## config.mk

```make
export PLATFORM = sky130hd
export DESIGN_NAME = normal_pack_11_11_10_codec_top
export DESIGN_NICKNAME = d
export VERILOG_FILES = /design/src/rtl/nrm_pkg.sv /design/src/rtl/normal_pack_11_11_10_codec_top.sv /design/src/rtl/nrm_pack_lane.sv /design/src/rtl/nrm_unpack_lane.sv
export SDC_FILE = /design/constraint.sdc
export NUM_CORES = 2
export LEC_CHECK = 0
export BUFFER_PORTS_ARGS = -buffer_cell sky130_fd_sc_hd__buf_2
export CAP_MARGIN = 5
export CORE_MARGIN = 10
export CORE_UTILIZATION = 45
export DETAILED_ROUTE_END_ITERATION = 8
export GPL_TIMING_DRIVEN = 0
export PLACE_DENSITY = 0.59
export SKIP_CTS_REPAIR_TIMING = 1
export SLEW_MARGIN = 20
export SYNTH_ARGS = -nofsm -noshare
export SYNTH_HDL_FRONTEND = slang
export SYNTH_HIERARCHICAL = 1
export SYNTH_SLANG_ARGS = --single-unit
```

## constraint.sdc

```tcl
create_clock -name clk -period 6.97 [get_ports clk]
set_input_delay 0 -clock clk [delete_from_list [all_inputs] [get_ports clk]]
set_output_delay 0 -clock clk [all_outputs]
set_load 0.03 [all_outputs]
```

## src/rtl/nrm_pkg.sv

```systemverilog
// Shared constants for the 11/11/10 normal codec.
// No dependencies.
`timescale 1ns / 1ps
`default_nettype none
package nrm_pkg;
  localparam int FLT_W   = 32;
  localparam int FLD_X_W = 11;
  localparam int FLD_Y_W = 11;
  localparam int FLD_Z_W = 10;
  // pipeline depth of every lane, and of the whole block with the merge stage
  localparam int LANE_LAT = 4;
  localparam int OUT_LAT  = LANE_LAT + 1;
  localparam logic [FLT_W-1:0] FLT_POS_ONE = 32'h3F80_0000;
  localparam logic [FLT_W-1:0] FLT_NEG_ONE = 32'hBF80_0000;
endpackage
`default_nettype wire

```

## src/rtl/normal_pack_11_11_10_codec_top.sv

```systemverilog
// Top level of the 11/11/10 normal codec: three pack lanes, three unpack lanes, merge.
// Depends on nrm_pkg, nrm_pack_lane, nrm_unpack_lane.
//
//  channel  | ports                                  | transfer
//  ---------+----------------------------------------+---------------------------
//  input    | start, busy, in_float_x/y/z, in_packed_in | edge with start & !busy
//  result   | out_valid, out_packed_out, out_unpacked_*  | edge ending out_valid cycle
//
// One item may be transferred every cycle while busy is low; each result appears once its
// input has passed the four lane stages and the merge register, for one cycle only.
// The depth is set by the pack lane: decode, multiply, first rounding, half-add/round.
// Reset (rst_n low, synchronous) empties the valid pipeline and holds busy high;
// busy drops at the first clock edge with rst_n high and stays low.
// The receiver cannot stall, so nothing in the pipeline ever waits.
`timescale 1ns / 1ps
`default_nettype none
module normal_pack_11_11_10_codec_top (
  input  wire logic                      clk,
  input  wire logic                      rst_n,
  input  wire logic                      start,
  output logic                           busy,
  input  wire logic [nrm_pkg::FLT_W-1:0] in_float_x,
  input  wire logic [nrm_pkg::FLT_W-1:0] in_float_y,
  input  wire logic [nrm_pkg::FLT_W-1:0] in_float_z,
  input  wire logic [nrm_pkg::FLT_W-1:0] in_packed_in,
  output logic                           out_valid,
  output logic [nrm_pkg::FLT_W-1:0]      out_packed_out,
  output logic [nrm_pkg::FLT_W-1:0]      out_unpacked_x,
  output logic [nrm_pkg::FLT_W-1:0]      out_unpacked_y,
  output logic [nrm_pkg::FLT_W-1:0]      out_unpacked_z
);
  localparam int XW = nrm_pkg::FLD_X_W;
  localparam int YW = nrm_pkg::FLD_Y_W;
  localparam int ZW = nrm_pkg::FLD_Z_W;

  logic                         busy_r, busy_nxt;
  logic [nrm_pkg::OUT_LAT-1:0]  vld_r, vld_nxt;
  logic                         accept;
  logic [XW-1:0]                fx;
  logic [YW-1:0]                fy;
  logic [ZW-1:0]                fz;
  logic [nrm_pkg::FLT_W-1:0]    ux, uy, uz;
  logic [nrm_pkg::FLT_W-1:0]    packed_r, ux_r, uy_r, uz_r;

  assign accept = start && !busy_r;

  // pack lanes, one per component
  nrm_pack_lane #(.WIDTH(XW)) u_pack_x (.clk(clk), .f_in(in_float_x), .field_out(fx));
  nrm_pack_lane #(.WIDTH(YW)) u_pack_y (.clk(clk), .f_in(in_float_y), .field_out(fy));
  nrm_pack_lane #(.WIDTH(ZW)) u_pack_z (.clk(clk), .f_in(in_float_z), .field_out(fz));

  // unpack lanes, fed from the fields of the packed word
  nrm_unpack_lane #(.WIDTH(XW)) u_unpack_x (
    .clk(clk), .field_in(in_packed_in[XW-1:0]), .value_out(ux));
  nrm_unpack_lane #(.WIDTH(YW)) u_unpack_y (
    .clk(clk), .field_in(in_packed_in[XW+YW-1:XW]), .value_out(uy));
  nrm_unpack_lane #(.WIDTH(ZW)) u_unpack_z (
    .clk(clk), .field_in(in_packed_in[XW+YW+ZW-1:XW+YW]), .value_out(uz));

  always_comb begin
    busy_nxt = 1'b0;
    vld_nxt  = {vld_r[nrm_pkg::OUT_LAT-2:0], accept};
  end

  always_ff @(posedge clk) begin
    if (!rst_n) begin
      busy_r <= 1'b1;
      vld_r  <= '0;
    end else begin
      busy_r <= busy_nxt;
      vld_r  <= vld_nxt;
    end
  end

  // merge stage: fields into one word, unpacked values alongside
  always_ff @(posedge clk) begin
    packed_r <= {fz, fy, fx};
    ux_r     <= ux;
    uy_r     <= uy;
    uz_r     <= uz;
  end

  assign busy           = busy_r;
  assign out_valid      = vld_r[nrm_pkg::OUT_LAT-1];
  assign out_packed_out = packed_r;
  assign out_unpacked_x = ux_r;
  assign out_unpacked_y = uy_r;
  assign out_unpacked_z = uz_r;
endmodule
`default_nettype wire

```

## src/rtl/nrm_pack_lane.sv

```systemverilog
// Pack lane: one float to a WIDTH-bit signed-normal field, four stages.
// Depends on nrm_pkg.
`timescale 1ns / 1ps
`default_nettype none
module nrm_pack_lane #(
  parameter int WIDTH = nrm_pkg::FLD_Z_W
) (
  input  wire logic                      clk,
  input  wire logic [nrm_pkg::FLT_W-1:0] f_in,
  output logic      [WIDTH-1:0]          field_out
);
  localparam int P    = WIDTH - 1;
  localparam int OP_W = 53;
  localparam int X_W  = OP_W + P;
  localparam int PF_W = P + 36;
  localparam logic [P-1:0] MAG = {P{1'b1}};

  typedef enum logic [1:0] {PK_ZERO, PK_MAG, PK_CALC} pk_cls_t;
  typedef struct packed {
    pk_cls_t    cls;
    logic       neg;
    logic [3:0] sh;
  } stg_t;

  function automatic logic [X_W:0] rne_drop(input logic [X_W-1:0] v, input int unsigned d);
    logic [X_W:0] unit;
    logic [X_W:0] rem;
    logic [X_W:0] half;
    logic [X_W:0] keep;
    logic         up;
    unit = (X_W+1)'(1) << d;
    rem  = {1'b0, v} & (unit - 1'b1);
    half = unit >> 1;
    keep = {1'b0, v} & ~(unit - 1'b1);
    up   = (rem > half) || ((rem == half) && ((keep & unit) != '0));
    rne_drop = keep + (up ? unit : '0);
  endfunction

  // stage 1: decode
  logic           sgn, is_nan, is_zero;
  logic [7:0]     be;
  logic [22:0]    fr;
  logic [52:0]    a_v;
  logic [53:0]    t_full;
  stg_t           ctl_nxt, ctl1_r, ctl2_r, ctl3_r;
  logic [OP_W-1:0] op_nxt, op1_r;

  always_comb begin
    sgn     = f_in[31];
    be      = f_in[30:23];
    fr      = f_in[22:0];
    is_nan  = (be == 8'hFF) && (fr != '0);
    is_zero = (be == 8'h00) && (fr == '0);
    a_v     = 53'({1'b1, fr}) << 5'(be - 8'd97);
    t_full  = (54'(1) << 53) - {1'b0, a_v};
    ctl_nxt.neg = sgn && !is_zero && !is_nan;
    ctl_nxt.sh  = 4'(be - 8'd116);
    ctl_nxt.cls = PK_CALC;
    op_nxt      = OP_W'({1'b1, fr});
    if (is_nan || (!ctl_nxt.neg && be < 8'd116)) begin
      ctl_nxt.cls = PK_ZERO;
    end else if (ctl_nxt.neg) begin
      if (be >= 8'd127) begin
        op_nxt = '0;
      end else if (be < 8'd97) begin
        ctl_nxt.cls = PK_MAG;
      end else begin
        op_nxt = t_full[52:0];
      end
    end else if (be >= 8'd127) begin
      op_nxt     = OP_W'(24'h80_0000);
      ctl_nxt.sh = 4'd11;
    end
  end

  // stage 2: scale by the magnitude
  logic [X_W-1:0] x2_r;
  // stage 3: first rounding
  logic           big;
  logic [X_W:0]   xr_nxt, xr3_r;

  always_comb begin
    big    = ctl2_r.neg ? x2_r[52+P] : x2_r[23+P];
    xr_nxt = big ? rne_drop(x2_r, P) : rne_drop(x2_r, P - 1);
  end

  // stage 4: add one half, round, truncate
  logic [PF_W-1:0] p_fx, s_fx;
  logic [P-1:0]    int_p;
  logic [33:0]     frac, lowmask;
  logic [4:0]      kk;
  logic            up_p;
  logic [P:0]      qp, qn;
  logic [X_W-1:0]  sn;
  logic [X_W:0]    srn;
  logic [WIDTH-1:0] field_nxt;

  always_comb begin
    p_fx  = PF_W'(xr3_r[P+24:0]) << ctl3_r.sh;
    s_fx  = p_fx + (PF_W'(1) << 33);
    int_p = s_fx[P+33:34];
    frac  = s_fx[33:0];
    kk    = 5'd9;
    for (int i = 0; i < P; i++) begin
      if (int_p[i]) kk = 5'(i + 10);
    end
    lowmask = (34'(1) << kk) - 34'(1);
    up_p    = &(frac | lowmask);
    qp      = {1'b0, int_p} + (P+1)'(up_p);
    if (qp > {1'b0, MAG}) qp = {1'b0, MAG};
    sn  = xr3_r[X_W-1:0] + (X_W'(1) << 52);
    srn = rne_drop(sn, P);
    qn  = srn[X_W:53];
    if (qn > {1'b0, MAG}) qn = {1'b0, MAG};
    case (ctl3_r.cls)
      PK_ZERO: field_nxt = '0;
      PK_MAG:  field_nxt = {1'b1, MAG};
      PK_CALC: field_nxt = ctl3_r.neg ? {1'b1, qn[P-1:0]} : {1'b0, qp[P-1:0]};
      default: field_nxt = '0;
    endcase
  end

  // times MAG = times 2^P minus once
  always_ff @(posedge clk) begin
    ctl1_r    <= ctl_nxt;
    op1_r     <= op_nxt;
    ctl2_r    <= ctl1_r;
    x2_r      <= (X_W'(op1_r) << P) - X_W'(op1_r);
    ctl3_r    <= ctl2_r;
    xr3_r     <= xr_nxt;
    field_out <= field_nxt;
  end
endmodule
`default_nettype wire

```

## src/rtl/nrm_unpack_lane.sv

```systemverilog
// Unpack lane: WIDTH-bit signed-normal field to an IEEE single.
// Depends on nrm_pkg.
`timescale 1ns / 1ps
`default_nettype none
module nrm_unpack_lane #(
  parameter int WIDTH = nrm_pkg::FLD_Z_W
) (
  input  wire logic                      clk,
  input  wire logic [WIDTH-1:0]          field_in,
  output logic      [nrm_pkg::FLT_W-1:0] value_out
);
  localparam int P   = WIDTH - 1;
  localparam int REP = (25 + P) / P + 2;
  localparam int RW  = REP * P;
  localparam logic [P-1:0] MAG = {P{1'b1}};

  logic                      sb;
  logic [P-1:0]              m, n;
  logic [4:0]                j;
  logic [RW-1:0]             rep, shifted;
  logic [24:0]               top;
  logic [23:0]               mant;
  logic [7:0]                expo;
  logic [nrm_pkg::FLT_W-1:0] val_nxt;
  logic [nrm_pkg::FLT_W-1:0] dly_r [nrm_pkg::LANE_LAT];

  // n/M in binary is the P-bit pattern of n repeated; never an exact tie
  always_comb begin
    sb = field_in[P];
    m  = field_in[P-1:0];
    n  = sb ? (MAG - m) : m;
    j  = '0;
    for (int i = 0; i < P; i++) begin
      if (n[i]) j = 5'(i);
    end
    rep     = {REP{n}};
    shifted = rep << (5'(P - 1) - j);
    top     = shifted[RW-1 -: 25];
    mant    = top[24:1] + 24'(top[0]);
    expo    = 8'(127 - P) + 8'(j);
    if (n == '0) begin
      val_nxt = '0;
    end else if (n == MAG) begin
      val_nxt = sb ? nrm_pkg::FLT_NEG_ONE : nrm_pkg::FLT_POS_ONE;
    end else begin
      val_nxt = {sb, expo, mant[22:0]};
    end
  end

  always_ff @(posedge clk) begin
    dly_r[0] <= val_nxt;
    for (int i = 1; i < nrm_pkg::LANE_LAT; i++) begin
      dly_r[i] <= dly_r[i-1];
    end
  end

  assign value_out = dly_r[nrm_pkg::LANE_LAT-1];
endmodule
`default_nettype wire

```

; Word level (Yosys, flattened, before mapping)
; Memory sizes are Yosys's and may differ from the RTL's. A register that Yosys moved wholly into a read port is not among the register bits.
; Cells that the tools add are included.
[totals]
output_inout_bits = 130
ramBits = 384
elab_cells = 352
ff_bits = 668
memories = 3
in_bits = 131
[mem_list]
columns = memory, depth, word_bits, read_ports, rd_clocked_by_memory_dff, wr, line_no
row1 = u_unpack_x.dly_r, 4, 32, 4, 1, 4, nrm_unpack_lane.sv:25  ; logic [nrm_pkg::FLT_W-1:0] dly_r [nrm_pkg::LANE_LAT];
row2 = u_unpack_y.dly_r, 4, 32, 4, 1, 4, nrm_unpack_lane.sv:25
row3 = u_unpack_z.dly_r, 4, 32, 4, 1, 4, nrm_unpack_lane.sv:25
[op_classes]
n_shift = 12
n_reduce_logical = 65
bitwise = 6
eq_ne = 21
n_addsub = 45
n_mux = 128
n_lt_le_gt_ge = 24
[ops]
columns = operator, n
row1 = 53-bit 2-to-1 mux, 9
row2 = 32-bit 2-to-1 mux, 9
row3 = 63-bit adder, 4
row4 = 5-bit 2-to-1 mux, 34
row5 = 24-bit by 5-bit << shifter with 53-bit output, 3
row6 = 1-bit by 53-bit subtractor with 53-bit output (first input constant), 3
row7 = 23-bit 2-to-1 mux, 6
row8 = 63-bit by 11-bit adder with 64-bit output, 2
row9 = 63-bit by 53-bit adder with 63-bit output (second input constant), 2
row10 = 63-bit 2-to-1 mux, 2
row11 = 63-bit by 53-bit subtractor with 63-bit output, 2
row12 = 62-bit adder, 2
row13 = 10-bit 2-to-1 mux, 11
row14 = 34-bit bitwise OR, 3
row15 = 34-bit AND reduction, 3
row16 = 1-bit by 5-bit << shifter with 34-bit output (first input constant), 3
row17 = 34-bit by 2-bit subtractor with 34-bit output (second input constant), 3
row18 = 50-bit by 5-bit << shifter with 49-bit output, 2
row19 = 44-bit by 34-bit adder with 44-bit output (second input constant), 2
row20 = 35-bit by 4-bit << shifter with 44-bit output, 2
row21 = 23-bit by 1-bit adder with 23-bit output, 3
row22 = 23-bit zero test, 3
row23 = 23-bit nonzero test, 3
row24 = 11-bit 2-to-1 mux, 6
row25 = other kinds (42), 179

; Logic depth before layout (Yosys ltp)
[logic_depth]
ltp_word = 21
mapped_depth = 27
mapped_depth_nobuf = 25

; Cells and area by module
; Netlist, hierarchy kept.
[modules_own_cells]
columns = module, seq_area_each_um2, area_each_um2, cells_per_inst, instances
row1 = nrm_pack_lane at u_pack_y, 4043.9, 14577.7, 1719, 1
row2 = nrm_pack_lane at u_pack_x, 4043.9, 14202.4, 1696, 1
row3 = nrm_pack_lane at u_pack_z, 4003.8, 14084.8, 1665, 1
row4 = nrm_unpack_lane at u_unpack_x ..., 2482.4, 4291.6, 395, 2
row5 = nrm_unpack_lane at u_unpack_z, 2482.4, 4588.2, 448, 1
row6 = normal_pack_11_11_10_codec_top, 2682.6, 2725.1, 140, 1

; Worst setup path after synthesis
; No wires, ideal clock.
[synth_path]
path_kind = register to register
startpoint = reg u_pack_x/ctl3_r[0] (netlist bit)
endpoint = reg u_pack_x.field_out[0]
t_required_ns = 6.884
path_slack_ns = 0.938
setup_time_ns = 0.086
arrival_time_ns = 5.946
synth_period_minus_slack_ns = 6.032
stages_incl_launch_ff = 28
path_buffers = 4
path_cell_list = dfxtp_1 -> buf_1 -> buf_1 -> clkbuf_1 -> clkbuf_1 -> mux2i_1 -> nor2_1 -> a31oi_1 -> a21oi_1 -> ha_1 -> inv_1 -> a31oi_1 -> nand4_1 -> xnor2_1 -> a221o_1 -> a41o_1 -> a211o_1 -> a21oi_1 -> o311ai_0 -> a211oi_1 -> ha_1 -> ha_1 -> nand3b_1 -> or3_1 -> nor3_1 -> nor2b_1 -> a311oi_1 -> a211oi_1
[synth_between]
elab_chain_cells = 21
[synth_rtl]
columns = element, line_no
row1 = start: declaration, nrm_pack_lane.sv:45  ; stg_t ctl_nxt, ctl1_r, ctl2_r, ctl3_r;
row2 = start signal: assignment, nrm_pack_lane.sv:129  ; ctl3_r <= ctl2_r;
row3 = 35-bit by 4-bit << shifter with 44-bit output *, nrm_pack_lane.sv:99  ; p_fx = PF_W'(xr3_r[P+24:0]) << ctl3_r.sh;
row4 = 44-bit by 34-bit adder with 44-bit output *, nrm_pack_lane.sv:100  ; s_fx = p_fx + (PF_W'(1) << 33);
row5 = 2-bit 2-to-1 mux (2 in series), nrm_pack_lane.sv:105  ; if (int_p[i]) kk = 5'(i + 10);
row6 = 3-bit 2-to-1 mux (4 in series), nrm_pack_lane.sv:105
row7 = 5-bit 2-to-1 mux (4 in series), nrm_pack_lane.sv:105
row8 = 1-bit by 5-bit << shifter with 34-bit output, nrm_pack_lane.sv:107  ; lowmask = (34'(1) << kk) - 34'(1);
row9 = 34-bit by 2-bit subtractor with 34-bit output, nrm_pack_lane.sv:107
row10 = 34-bit bitwise OR, nrm_pack_lane.sv:108  ; up_p = &(frac | lowmask);
row11 = 34-bit AND reduction, nrm_pack_lane.sv:108
row12 = 10-bit by 1-bit adder with 11-bit output *, nrm_pack_lane.sv:109  ; qp = {1'b0, int_p} + (P+1)'(up_p);
row13 = 11-bit by 10-bit greater-than comparator with 1-bit output, nrm_pack_lane.sv:110  ; if (qp > {1'b0, MAG}) qp = {1'b0, MAG};
row14 = 10-bit 2-to-1 mux *, nrm_pack_lane.sv:110
row15 = 11-bit 2-to-1 mux *, nrm_pack_lane.sv:118  ; PK_CALC: field_nxt = ctl3_r.neg ? {1'b1, qn[P-1:0]} : {1'b0, qp[P-1:0]};
row16 = 11-bit one-hot mux with 2 select lines *, nrm_pack_lane.sv:115  ; case (ctl3_r.cls)
row17 = net u_pack_x.field_nxt[0], nrm_pack_lane.sv:96  ; logic [WIDTH-1:0] field_nxt;
row18 = end signal: assignment, nrm_pack_lane.sv:131  ; field_out <= field_nxt;
row19 = end: declaration, nrm_pack_lane.sv:10  ; output logic [WIDTH-1:0] field_out
; Mark *: on every way through the listed nets, which the timed path passes. The rest lies on a longest branch.
; A chain may end at the register's enable or synchronous reset.

; Worst setup path in the final report
; Ends and elaborated chain as after synthesis.

==> metrics.txt <==
starting DRC count in detailed routing=3803; Arrival @ worst endpoint=6.95 ns; Critical Path RT=7.57 ns; Mapped Area=58800 um^2; Hold Path End=u_unpack_y/dly_r[0][31]; max-cap violations=0; R2R Setup Slk=0.63 ns; vias in the first global route=45848; sequential area share after synthesis=0.378; minimum clock period after layout=6.34 ns; Top Ports=261; multi-input logic area=34000 um^2; critical path endpoint category=flop; hold path depth=5; worst hold start=in_packed_in[15]; Die ar.=145000 um^2; Filler cells=12122; distinct cell type count after synthesis=141; ys flop type=dfxtp_1; Reg2Reg Launch Point=u_pack_x/ctl3_r[0]; CTS Buf Count=108; fin util=0.519; Tightest Pin Transition=1.29 ns; fmax=0.158 GHz; Critical Path Fanout Max=10; RSZ-0062 raised after global routing=false; number of synthesized flops with an enable pin=0; drt first pass iters=6; total track usage=0.216; core area=130000 um^2; Post-Synthesis Net Count=6786; Synth area leader=dfxtp_1; HP Class=input pin to flop; hpwl dp=131000 um; clock transition at the registers of the reported paths=0.06 ns; final total power=22.8 mW; register area=22200 um^2; initial antenna violation count=14; routed vias=49306; RePlAce Congestion=0.976; wire per inst=19.0 um; initial core utilization=0.453; CP Class=flop to flop; Final Hold Vio Count=0; aggregate global routing overflow=0; die height=381 um; total wire length=166000 um; Port Buf Inserts=252; Antenna Nets Post-Route=0; FP Rows=132; ranking of synthesized cells by area=dfxtp_1, xnor2_1, mux4_2, ha_1, nand2_1; fraction of layout cells with a size suffix above 1=0.131; synthesis-to-finish area growth=14.5%; Worst VDD drop=194 uV; Syn Area/Cell=9.10 um^2; r2r worst-path depth=27; Power Density=340 nW/um^2; Async S/R FF share, synth=0; clock skew=0.0772 ns; CTS Root Cell=clkbuf_16; Leak Pwr=27.4 nW; largest net degree at the start of global routing=18; Remaining DRCs=0; Max Root-Sink Buffers=3; Synth top cells by count=dfxtp_1, nand2_1, nor2_1, xnor2_1, a21oi_1; fin crit share=0.910; max-slew violations=0; most common cell in the netlist=dfxtp_1; Die Wd=381 um; TritonCTS clock tree=done; H-Tree Depth=3; flops & latches, synth=1110; latest clock arrival within the worst-skew pair=0.72 ns; Worst slew margin=0.135; CP Launch Type=flop; share of the synthesized area in the top cell type=0.378; Post-Synthesis Cells=6458; Setup Viol. Count Final=0; Ys Warns=6; status=finished, final reports clean; first-pass GRT wire length=259000 um; drt via density=5.62; Crit Reg-Reg Endpoint=u_pack_x/field_out[0]; clock sink count=1110; final net count=7260
metrics by stage:
stage / cells / setup TNS, ns / setup WS, ns / hold slack (ns) / cell area, um^2
after floorplan: 6458 / 0 / 0.938 / 0.0565 / 58800
after global placement: 8452 / -2.02 / -0.246 / 0.200 / 62200
after detailed placement: 8452 / -2.54 / -0.279 / 0.205 / 62200
after CTS: 8654 / -2.75 / -0.317 / -0.580 / 66100
after global routing: 8768 / 0 / 0.0983 / 0.00578 / 67300
final: 8770 / 0 / 0.627 / 0.00821 / 67300
critical path, cell delays in order (launching register included):
cell and delay (ns):
dfxtp_1 0.34, buf_2 0.28, clkbuf_4 0.29, buf_2 0.28, clkbuf_2 0.26, mux2i_1 0.14, nor2_1 0.10, a31oi_1 0.06
a21oi_1 0.18, ha_1 0.20, inv_1 0.07, a31oi_1 0.19, nand4_1 0.14, xnor2_1 0.32, a221o_1 0.40, a41o_1 0.20
a211o_1 0.29, a21oi_1 0.14, o311ai_0 0.15, a211oi_1 0.31, ha_1 0.22, ha_1 0.18, nand3b_1 0.11, or3_1 0.39
nor3_2 0.18, nor2b_1 0.19, a311oi_2 0.24, a211oi_1 0.37
per-layer routing:
layer	track usage	share of wire	vias up
li1	-	-	24346
met1	0.313	0.48	23015
met2	0.324	0.43	1684
met3	0.0341	0.066	261
met4	0.0705	0.027	0
met5	0	0	-
worst max path at each step:
stage	start	end	slack, ns	depth (start not counted)
5_1_grt	u_pack_x/ctl3_r[0]	u_pack_x/field_out[0]	0.1	27
6_report	u_pack_x/ctl3_r[0]	u_pack_x/field_out[0]	0.63	27
4_1_cts	u_pack_x/ctl3_r[0]	u_pack_x/field_out[0]	-0.32	27
3_3_place_gp	u_pack_x/ctl3_r[0]	u_pack_x/field_out[0]	-0.25	27
3_5_place_dp	u_pack_x/ctl3_r[0]	u_pack_x/field_out[0]	-0.28	27
2_1_floorplan	u_pack_x/ctl3_r[0]	u_pack_x/field_out[0]	0.94	27
flip-flops by register name, summed over array words and instances, names as in the netlist, 10 cells and up:
signal,flops
out_packed_out,32
out_unpacked_x,32
out_unpacked_y,32
out_unpacked_z,32
u_pack_x/field_out,11
u_pack_x/op1_r,53
u_pack_x/x2_r,63
u_pack_x/xr3_r,54
u_pack_y/field_out,11
u_pack_y/op1_r,53
u_pack_y/x2_r,63
u_pack_y/xr3_r,54
u_pack_z/field_out,10
u_pack_z/op1_r,53
u_pack_z/x2_r,62
u_pack_z/xr3_r,54
u_unpack_x/dly_r,124
u_unpack_y/dly_r,124
u_unpack_z/dly_r,124
placed cells by master, fill, tap and decap left out, types with 128 or more instances in the layout:
cell type / instances
dfxtp_1: 1109
nand2_1: 557
nor2_1: 495
xnor2_1: 342
a21oi_1: 341
buf_2: 307
inv_1: 299
o21ai_0: 284
nand3_1: 208
xor2_1: 206
ha_1: 197
nor3_1: 177
clkbuf_1: 155
mux2i_1: 142
mux4_2: 128
power breakdown:
part           internal, mW  switching, mW
sequential             8.18           1.07
clock                  3.59           2.57
combinational          3.04           4.40
cells by family (layout without fill, tap and decap cells):
kind of cell	count (synthesis)	in the layout	synth area share
buffers and inverters	585	1151	0.0439
other	1	5	0.0000638
xor gates and xnor gates	549	549	0.0820
AOI/OAI and AO/OA	1433	1433	0.166
and+or+nand+nor	2210	2210	0.193
DFF	1110	1110	0.378
muxes	373	373	0.0957
adders and majority gates	197	197	0.0419
area by class of cell:
class | count | area share
antenna | 4 | 0.000149
buffer | 272 | 0.0209
clock buffer | 139 | 0.0444
clock inverter | 63 | 0.0138
inverter | 312 | 0.0175
multi-input combinational | 4763 | 0.505
sequential | 1110 | 0.330
tap | 1742 | 0.0324
timing repair buffer | 365 | 0.0355
Note: power is estimated with default switching activity, not from simulation.
